[config.mk]
export PLATFORM = sky130hd
export DESIGN_NAME = challenge_response_report_framer_unit
export DESIGN_NICKNAME = d
export VERILOG_FILES = /design/src/rtl/crrf_pkg.sv /design/src/rtl/crrf_crc_unit.sv /design/src/rtl/challenge_response_report_framer_unit.sv
export SDC_FILE = /design/constraint.sdc
export NUM_CORES = 2
export LEC_CHECK = 0
export BUFFER_PORTS_ARGS = -buffer_cell sky130_fd_sc_hd__buf_4
export CAP_MARGIN = 20
export CORE_UTILIZATION = 49
export CTS_CLUSTER_DIAMETER = 40
export DETAILED_ROUTE_END_ITERATION = 16
export GPL_ROUTABILITY_DRIVEN = 0
export HOLD_SLACK_MARGIN = 0.15
export PLACE_DENSITY_LB_ADDON = 0.12
export SYNTH_ARGS = -nofsm -noshare
export SYNTH_HDL_FRONTEND = slang
export SYNTH_SLANG_ARGS = --single-unit
export TNS_END_PERCENT = 10
[constraint.sdc]
create_clock -name clk -period 25.5 [get_ports clk]
set_clock_uncertainty 0.1 [all_clocks]
set_input_delay 1.275 -clock clk [delete_from_list [all_inputs] [get_ports clk]]
set_output_delay 1.275 -clock clk [all_outputs]
set_load 0.01 [all_outputs]
[src/rtl/crrf_pkg.sv]
// package for the challenge-response report framer
// shared types, codes and constants; no dependencies
package crrf_pkg;

  localparam logic [2:0] MODE_SET     = 3'd0;
  localparam logic [2:0] MODE_GET     = 3'd1;
  localparam logic [2:0] MODE_DIGEST  = 3'd2;
  localparam logic [2:0] MODE_CONFIRM = 3'd3;
  localparam logic [2:0] MODE_CANCEL  = 3'd4;
  localparam logic [2:0] MODE_FAIL    = 3'd5;
  localparam logic [2:0] MODE_SPARE6  = 3'd6;
  localparam logic [2:0] MODE_SPARE7  = 3'd7;

  localparam logic [1:0] PH_IDLE    = 2'd0;
  localparam logic [1:0] PH_PENDING = 2'd1;
  localparam logic [1:0] PH_WAITING = 2'd2;
  localparam logic [1:0] PH_READY   = 2'd3;

  localparam int FRAME_LEN  = 70;
  localparam int FRAME_ROWS = 10;
  localparam int RESP_LEN   = 22;
  localparam int DIGEST_LEN = 20;
  localparam logic [15:0] CRC_POLY = 16'h8408;
  localparam logic [15:0] CRC_INIT = 16'hFFFF;

  localparam logic [2:0] REG_MAJOR = 3'd0;
  localparam logic [2:0] REG_MINOR = 3'd1;
  localparam logic [2:0] REG_BUILD = 3'd2;
  localparam logic [2:0] REG_TOUCH = 3'd3;
  localparam logic [2:0] REG_SLOT  = 3'd4;

  typedef struct packed {
    logic       start;
    logic [7:0] data;
    logic [15:0] init;
  } crc_req_t;

  typedef enum logic [5:0] {
    ST_IDLE  = 6'b000001,
    ST_CRC   = 6'b000010,
    ST_CHECK = 6'b000100,
    ST_EMIT  = 6'b001000,
    ST_OUT   = 6'b010000,
    ST_DIG   = 6'b100000
  } state_t;

endpackage

[src/rtl/crrf_crc_unit.sv]
// bit-serial crc16 unit, reflected poly 0x8408, one bit per cycle
// depends on crrf_pkg
module crrf_crc_unit (
  input  logic              clk,
  input  logic              rst,
  input  crrf_pkg::crc_req_t req,
  output logic              busy,
  output logic [15:0]       crc
);
  logic [2:0] cnt;
  logic [15:0] s;
  always_comb s = req.init ^ {8'h00, req.data};
  always_ff @(posedge clk) begin
    if (rst) begin
      busy <= 1'b0;
      cnt  <= '0;
    end else if (req.start) begin
      busy <= 1'b1;
      cnt  <= '0;
      crc  <= s;
    end else if (busy) begin
      crc <= (crc >> 1) ^ (crc[0] ? crrf_pkg::CRC_POLY : 16'h0000);
      cnt <= cnt + 3'd1;
      if (cnt == 3'd7) busy <= 1'b0;
    end
  end
endmodule

[src/rtl/challenge_response_report_framer_unit.sv]
// top level of the challenge-response report framer
// depends on crrf_pkg and crrf_crc_unit
//
// usage: input beats on s_tvalid/s_tready/s_tdata carry one event each
// (set report, get report, digest byte, confirm, cancel, compute failed).
// results leave on m_tvalid/m_tready/m_tdata with m_tuser = kind and
// m_tlast closing each event's run. a get report gives one reply beat.
// a set report of the last block runs a crc over the 64 stored payload
// bytes through one bit-serial crc unit, one byte after another, then a
// check state compares the crc and the slot byte, and on a match the 8
// challenge words go out, each through an emit and an out state.
// a digest byte in the pending phase goes through the same crc unit; a
// get report and the other events are handled in the idle state.
// s_tready is low while an event is in work or a result waits; a stalled
// receiver holds the block with the result in place.
// reset clears phase, counters and both stores; registers take their
// reset values. the frame store is also cleared on block zero and on
// reports without the write flag.
module challenge_response_report_framer_unit (
  input  logic        clk,
  input  logic        rst,
  input  logic        s_tvalid,
  output logic        s_tready,
  input  logic [79:0] s_tdata,  // mode[2:0], report_data[58:3], report_flag[66:59],
                                // digest_byte[74:67], touch_required[75], zero fill
  input  logic        m_tready,
  output logic        m_tvalid,
  output logic [63:0] m_tdata,  // payload
  output logic        m_tuser,  // kind
  output logic        m_tlast,
  input  logic        psel,
  input  logic        penable,
  input  logic        pwrite,
  input  logic [4:0]  paddr,
  input  logic [31:0] pwdata,
  output logic [31:0] prdata,
  output logic        pready
);
  logic [7:0] version_major, version_minor, version_build, accepted_slot;
  logic [15:0] status_touch_level;
  logic [2:0] ridx;
  assign pready = 1'b1;
  assign ridx = paddr[4:2];

  always_ff @(posedge clk) begin
    if (rst) begin
      version_major <= 8'd2;
      version_minor <= 8'd4;
      version_build <= 8'd0;
      status_touch_level <= 16'd11;
      accepted_slot <= 8'h38;
    end else if (psel && penable && pwrite) begin
      unique case (ridx)
        crrf_pkg::REG_MAJOR: version_major <= pwdata[7:0];
        crrf_pkg::REG_MINOR: version_minor <= pwdata[7:0];
        crrf_pkg::REG_BUILD: version_build <= pwdata[7:0];
        crrf_pkg::REG_TOUCH: status_touch_level <= pwdata[15:0];
        crrf_pkg::REG_SLOT:  accepted_slot <= pwdata[7:0];
        default: ;
      endcase
    end
  end

  always_comb begin
    unique case (ridx)
      crrf_pkg::REG_MAJOR: prdata = {24'd0, version_major};
      crrf_pkg::REG_MINOR: prdata = {24'd0, version_minor};
      crrf_pkg::REG_BUILD: prdata = {24'd0, version_build};
      crrf_pkg::REG_TOUCH: prdata = {16'd0, status_touch_level};
      crrf_pkg::REG_SLOT:  prdata = {24'd0, accepted_slot};
      default:             prdata = '0;
    endcase
  end

  // input fields
  logic [2:0]  in_mode;
  logic [55:0] in_data;
  logic [7:0]  in_flag, in_db;
  logic        in_touch;
  assign in_mode  = s_tdata[2:0];
  assign in_data  = s_tdata[58:3];
  assign in_flag  = s_tdata[66:59];
  assign in_db    = s_tdata[74:67];
  assign in_touch = s_tdata[75];

  // stores: frame rows of seven bytes, response bytes with valid bits
  logic [55:0] frame [crrf_pkg::FRAME_ROWS];
  logic [8*crrf_pkg::FRAME_LEN-1:0] flat;
  logic [7:0] resp [crrf_pkg::RESP_LEN];
  logic [crrf_pkg::RESP_LEN-1:0] rvalid;

  always_comb begin
    for (int r = 0; r < crrf_pkg::FRAME_ROWS; r++) flat[56*r +: 56] = frame[r];
  end

  logic [1:0]  phase;
  logic [2:0]  read_index;
  logic [4:0]  digest_count;
  logic [15:0] digest_crc;
  logic        touch_hold;

  crrf_pkg::state_t state;
  logic [5:0]  bidx;
  logic [2:0]  word;
  logic [15:0] crc_acc;
  logic        crc_started;

  crrf_pkg::crc_req_t creq;
  logic        cbusy;
  logic [15:0] cval;
  crrf_crc_unit u_crc (.clk(clk), .rst(rst), .req(creq), .busy(cbusy), .crc(cval));

  logic in_go;
  assign s_tready = (state == crrf_pkg::ST_IDLE) && !m_tvalid;
  assign in_go = s_tvalid && s_tready;

  function automatic logic [7:0] fbyte(input logic [7:0] v, input logic ok);
    return ok ? v : 8'h00;
  endfunction

  logic [6:0] seq;
  assign seq = in_flag[6:0];

  logic [7:0] crc_byte_in;
  assign crc_byte_in = flat[{bidx, 3'b000} +: 8];

  always_comb begin
    creq.start = 1'b0;
    creq.data  = crc_byte_in;
    creq.init  = crc_acc;
    if (in_go && in_mode == crrf_pkg::MODE_DIGEST && phase == crrf_pkg::PH_PENDING &&
        digest_count < 5'(crrf_pkg::DIGEST_LEN)) begin
      creq.start = 1'b1;
      creq.data  = in_db;
      creq.init  = digest_crc;
    end
    if (state == crrf_pkg::ST_CRC && !cbusy && !crc_started) creq.start = 1'b1;
  end

  logic [15:0] sent;
  logic [7:0]  slot_byte;
  assign sent = flat[8*65 +: 16];
  assign slot_byte = flat[8*64 +: 8];

  logic [63:0] word_data;
  assign word_data = flat[{word, 6'd0} +: 64];

  logic [63:0] get_p;
  logic [4:0]  roff;
  assign roff = 5'(read_index * 5'd7);
  always_comb begin
    get_p = '0;
    for (int i = 0; i < 7; i++) begin
      if (32'(roff) + i < crrf_pkg::RESP_LEN)
        get_p[8*i +: 8] = fbyte(resp[5'(32'(roff) + i)], rvalid[5'(32'(roff) + i)]);
    end
    get_p[63:56] = 8'h40 | {5'd0, read_index + 3'd1};
  end

  always_ff @(posedge clk) begin
    if (rst) begin
      state <= crrf_pkg::ST_IDLE;
      for (int r = 0; r < crrf_pkg::FRAME_ROWS; r++) frame[r] <= '0;
      rvalid <= '0;
      phase <= crrf_pkg::PH_IDLE;
      read_index <= '0;
      digest_count <= '0;
      digest_crc <= crrf_pkg::CRC_INIT;
      m_tvalid <= 1'b0;
      crc_started <= 1'b0;
    end else begin
      if (m_tvalid && m_tready) m_tvalid <= 1'b0;
      unique case (state)
        crrf_pkg::ST_IDLE: begin
          if (in_go) begin
            case (in_mode)
              crrf_pkg::MODE_SET: begin
                if (!in_flag[7]) begin
                  for (int r = 0; r < crrf_pkg::FRAME_ROWS; r++) frame[r] <= '0;
                  rvalid <= '0;
                  phase <= crrf_pkg::PH_IDLE;
                  read_index <= '0;
                  digest_count <= '0;
                  digest_crc <= crrf_pkg::CRC_INIT;
                end else if (seq < 7'd10) begin
                  if (seq == 7'd0) begin
                    for (int r = 1; r < crrf_pkg::FRAME_ROWS; r++) frame[r] <= '0;
                    if (phase != crrf_pkg::PH_IDLE) begin
                      phase <= crrf_pkg::PH_IDLE;
                      read_index <= '0;
                    end
                  end
                  frame[seq[3:0]] <= in_data;
                  if (seq == 7'd9) begin
                    state <= crrf_pkg::ST_CRC;
                    bidx <= '0;
                    crc_acc <= crrf_pkg::CRC_INIT;
                    crc_started <= 1'b0;
                  end
                end
              end
              crrf_pkg::MODE_GET: begin
                m_tvalid <= 1'b1;
                m_tuser  <= 1'b0;
                m_tlast  <= 1'b1;
                unique case (phase)
                  crrf_pkg::PH_PENDING, crrf_pkg::PH_WAITING:
                    m_tdata <= {8'h40, 56'd0};
                  crrf_pkg::PH_READY: begin
                    if (read_index > 3'd3) begin
                      m_tdata <= '0;
                      phase <= crrf_pkg::PH_IDLE;
                      read_index <= '0;
                    end else begin
                      m_tdata <= get_p;
                      read_index <= read_index + 3'd1;
                    end
                  end
                  default:
                    m_tdata <= {16'd0, status_touch_level, 8'h01, version_build,
                                version_minor, version_major};
                endcase
              end
              crrf_pkg::MODE_DIGEST: begin
                if (phase == crrf_pkg::PH_PENDING &&
                    digest_count < 5'(crrf_pkg::DIGEST_LEN)) begin
                  resp[digest_count] <= in_db;
                  rvalid[digest_count] <= 1'b1;
                  digest_count <= digest_count + 5'd1;
                  touch_hold <= in_touch;
                  state <= crrf_pkg::ST_DIG;
                end
              end
              crrf_pkg::MODE_CONFIRM: begin
                if (phase == crrf_pkg::PH_WAITING) begin
                  read_index <= '0;
                  phase <= crrf_pkg::PH_READY;
                end
              end
              crrf_pkg::MODE_CANCEL: begin
                phase <= crrf_pkg::PH_IDLE;
                read_index <= '0;
              end
              crrf_pkg::MODE_FAIL: begin
                if (phase == crrf_pkg::PH_PENDING) phase <= crrf_pkg::PH_IDLE;
              end
              default: ;
            endcase
          end
        end
        crrf_pkg::ST_DIG: begin
          if (!cbusy) begin
            digest_crc <= cval;
            state <= crrf_pkg::ST_IDLE;
            if (digest_count == 5'(crrf_pkg::DIGEST_LEN)) begin
              resp[20] <= ~cval[7:0];
              resp[21] <= ~cval[15:8];
              rvalid[20] <= 1'b1;
              rvalid[21] <= 1'b1;
              read_index <= '0;
              phase <= touch_hold ? crrf_pkg::PH_WAITING : crrf_pkg::PH_READY;
            end
          end
        end
        crrf_pkg::ST_CRC: begin
          // the unit starts when idle and not started; collect after it goes idle
          if (!cbusy) begin
            if (crc_started) begin
              crc_acc <= cval;
              crc_started <= 1'b0;
              if (bidx == 6'd63) state <= crrf_pkg::ST_CHECK;
              else bidx <= bidx + 6'd1;
            end else begin
              crc_started <= 1'b1;
            end
          end
        end
        crrf_pkg::ST_CHECK: begin
          if (crc_acc != sent || slot_byte != accepted_slot) begin
            phase <= crrf_pkg::PH_IDLE;
            state <= crrf_pkg::ST_IDLE;
          end else begin
            phase <= crrf_pkg::PH_PENDING;
            digest_count <= '0;
            digest_crc <= crrf_pkg::CRC_INIT;
            word <= '0;
            state <= crrf_pkg::ST_EMIT;
          end
        end
        crrf_pkg::ST_EMIT: begin
          if (!m_tvalid || m_tready) begin
            m_tvalid <= 1'b1;
            m_tuser <= 1'b1;
            m_tdata <= word_data;
            m_tlast <= (word == 3'd7);
            state <= crrf_pkg::ST_OUT;
          end
        end
        crrf_pkg::ST_OUT: begin
          if (m_tready) begin
            if (m_tlast) state <= crrf_pkg::ST_IDLE;
            else begin
              word <= word + 3'd1;
              state <= crrf_pkg::ST_EMIT;
            end
          end
        end
        default: state <= crrf_pkg::ST_IDLE;
      endcase
    end
  end

  a_no_accept_busy: assert property (@(posedge clk) disable iff (rst)
    (state != crrf_pkg::ST_IDLE) |-> !s_tready)
    else $error("input taken while busy");
  a_count_range: assert property (@(posedge clk) disable iff (rst)
    digest_count <= 5'(crrf_pkg::DIGEST_LEN))
    else $error("digest count overflow");
  a_emit_kind: assert property (@(posedge clk) disable iff (rst)
    (m_tvalid && state == crrf_pkg::ST_OUT) |-> m_tuser)
    else $error("challenge word with wrong kind");
endmodule
==> flow_summary.ini <==
[run_status]
status = completed

[floorplanning]
io_pins = 225
initial_utilization_pct = 49.36
fp-row-count = 119
fp.dieH_um = 327.7
dieArea_mm2 = 0.1074
die_w_um = 327.7
core_mm2 = 0.1053

[finish]
nets = 4054
postLayoutCellArea_mm2 = 0.05971
syn_to_final_growth_pct = 14.90
drive_gt1_share_pct = 27.39

[critical_path]
critPathRequiredTime_ps = 25850
path_cells = inv_2 > ha_4 > buf_4 > buf_16 > buf_4 > ha_1 > a21oi_1 > xnor2_2 > buf_4 > mux2i_1 > mux4_2 > o221ai_1
critPathTopFamily = buffers and inverters
slowest_delay_ps = 1050
path_common_cell = buf_4
critPathLaunchType = flip-flop
worst_setup_path_end_kind = flip-flop
crit_path_max_fanout = 72
crit_buf_inv = 5
crit_arrival_ps = 6740
crit_type = flip-flop to flip-flop
cp_slowest_cell = dfxtp_4

[routing]
wire_per_inst_um = 34.68
dr.first_iter.drc_count = 5279
drc = 0
routed_wirelength_um = 187800
drtAntennaViolNets = 0
vias = 36840
drt_pass1_iterations = 6
avgViaCountPerCell = 6.802

[synthesis]
yosysSeqAreaShare_pct = 51.55
synth_top_area_share_pct = 47.39
synth_area_leaders = edfxtp_1, mux4_2, mux2i_1, and2_1, dfxtp_1
yosys-top-cells-count = edfxtp_1, mux4_2, and2_1
netlist_area_mm2 = 0.05196
synth_cell_types = 89
synth-main-ff-cell = edfxtp_1
synthArstFlopShare_pct = 0
synth_cells = 3777
synth_top_area_cell = edfxtp_1
syn_avg_cell_area_um2 = 13.76
synth-edff-count = 820
synth_most_common_cell = edfxtp_1
synth-seq-cells = 928
synth_warnings = 0

[global_routing]
grt_first_pass_wirelength_um = 263700
first_global_vias = 35150
antenna_found_initial = 20
grt_overflow = 0
grt_util_all_layers_pct = 34.89
grt_max_degree = 128

[timing]
min_period_ps = 6388
worst_slew_pin_slew_ps = 1249
max_slew_margin_pct = 14.32
hold_viol = 0
slew_viol_final = 0
final-setup-viol-count = 0
max_freq_mhz = 156.5
worst_hold_slack_ps = 372.1
rsz0062_at_grt = no
fin_tns_setup_ps = 0
period_share_pct = 25.05

[pwr]
peakVddDrop_mv = 0.05645
powerDensity_mw_per_mm2 = 70.08
leakage_uw = 0.02132

[clocking]
root_buffer = clkbuf_16
clockBufferDepth = 3
cts_buffers = 147
cts_tree = built
postCtsSetupBuffers = 0
clock_latency_ps = 740
ctsHoldBuffers = 0
clk_pin_slew_worst_paths_ps = 50
htree_levels = 4
ctsResizeCount = 0
clock_sinks = 928

[placement]
place_hpwl_um = 124900
placed_area_mm2 = 0.05462
numPortBuffers = 185

[hold_path]
hold_class = flip-flop to flip-flop

[job]
maxCapViolCount = 0
[report_power, final]
group	total, µW	internal, µW	switching [µW]
registers	1730	1700	29.2
logic	424	149	275
clock network	2030	1290	747
[worst min-delay path: stages, from the launching register on]
cell	delay [ps]
dfxtp_1	320
nand2_1	60
a21oi_1	50
[per-layer routing]
layer	track usage, %	part of all wire (%)
met3	9.197	13
met2	50.89	44
met5	0	0.031
met4	14.43	4.3
met1	49.57	39
[sequential cells by signal, summed over array words and instances (netlist names), 2 cells and up]
| signal | flops |
|---|---|
| resp | 176 |
| state | 6 |
| phase | 2 |
| accepted_slot | 8 |
| crc_acc | 16 |
| status_touch_level | 16 |
| version_major | 8 |
| frame | 536 |
| u_crc.cnt | 3 |
| word | 3 |
| bidx | 6 |
| rvalid | 22 |
| version_build | 8 |
| digest_crc | 16 |
| m_tdata | 64 |
| version_minor | 8 |
| digest_count | 5 |
| u_crc.crc | 16 |
| read_index | 3 |
[cell families (layout without fill, tap and decap cells)]
| family | after synthesis | after routing | synth area share, % |
|---|---|---|---|
| buffers and inverters | 359 | 586 | 3.234 |
| muxes | 772 | 772 | 24.94 |
| xor gates and xnor gates | 49 | 49 | 0.9270 |
| AOI/OAI and AO/OA | 506 | 506 | 6.412 |
| and+or+nand+nor | 1131 | 1131 | 12.18 |
| other | 2 | 23 | 0.01445 |
| adders and majority gates | 30 | 30 | 0.7464 |
| DFF | 928 | 928 | 51.55 |
[per-stage QoR]
step / total power [µW] / utilization, % / setup slack, ps / cells
floorplan: 1989 / - / 12540 / 3792
global placement: 2164 / 51.83 / 19190 / 5136
global route: 4278 / 56.71 / 18840 / 5413
detailed placement: 2169 / 51.89 / 19110 / 5139
CTS: 4187 / 56.63 / 19110 / 5406
finish: 4184 / 56.72 / 19110 / 5416
[final cells by class]
cell class | instances | area [µm²]
Multi-Input combinational cell | 2505 | 23740
Inverter | 23 | 87.58
Timing Repair Buffer | 296 | 2344
Clock inverter | 96 | 1129
Tap cell | 1391 | 1740
Clock buffer | 171 | 3864
Fill cell | 8425 | 45560
Sequential cell | 928 | 26790
Antenna cell | 6 | 15.01
[layout by cell type (no fill, tap or decap), types with 107 or more instances in the layout]
cell and count:
dfxtp_1 107, and2_1 374, nor2_1 156, buf_4 286, nand2_1 162, edfxtp_1 820, and3_1 184, mux2i_1 264
clkbuf_16 151, mux4_2 395
[worst paths after layout]
check	cells past startpoint	from	to	slack, ps
min	2	status_touch_level[5]$_SDFFE_PP0P_	status_touch_level[5]$_SDFFE_PP0P_	370
max reg2reg	12	read_index[0]$_SDFFE_PP0P_	m_tdata[41]$_DFFE_PP_	19110
max	12	read_index[0]$_SDFFE_PP0P_	m_tdata[41]$_DFFE_PP_	19110
min reg2reg	2	status_touch_level[5]$_SDFFE_PP0P_	status_touch_level[5]$_SDFFE_PP0P_	370
Power figures use the tool's default switching activity.
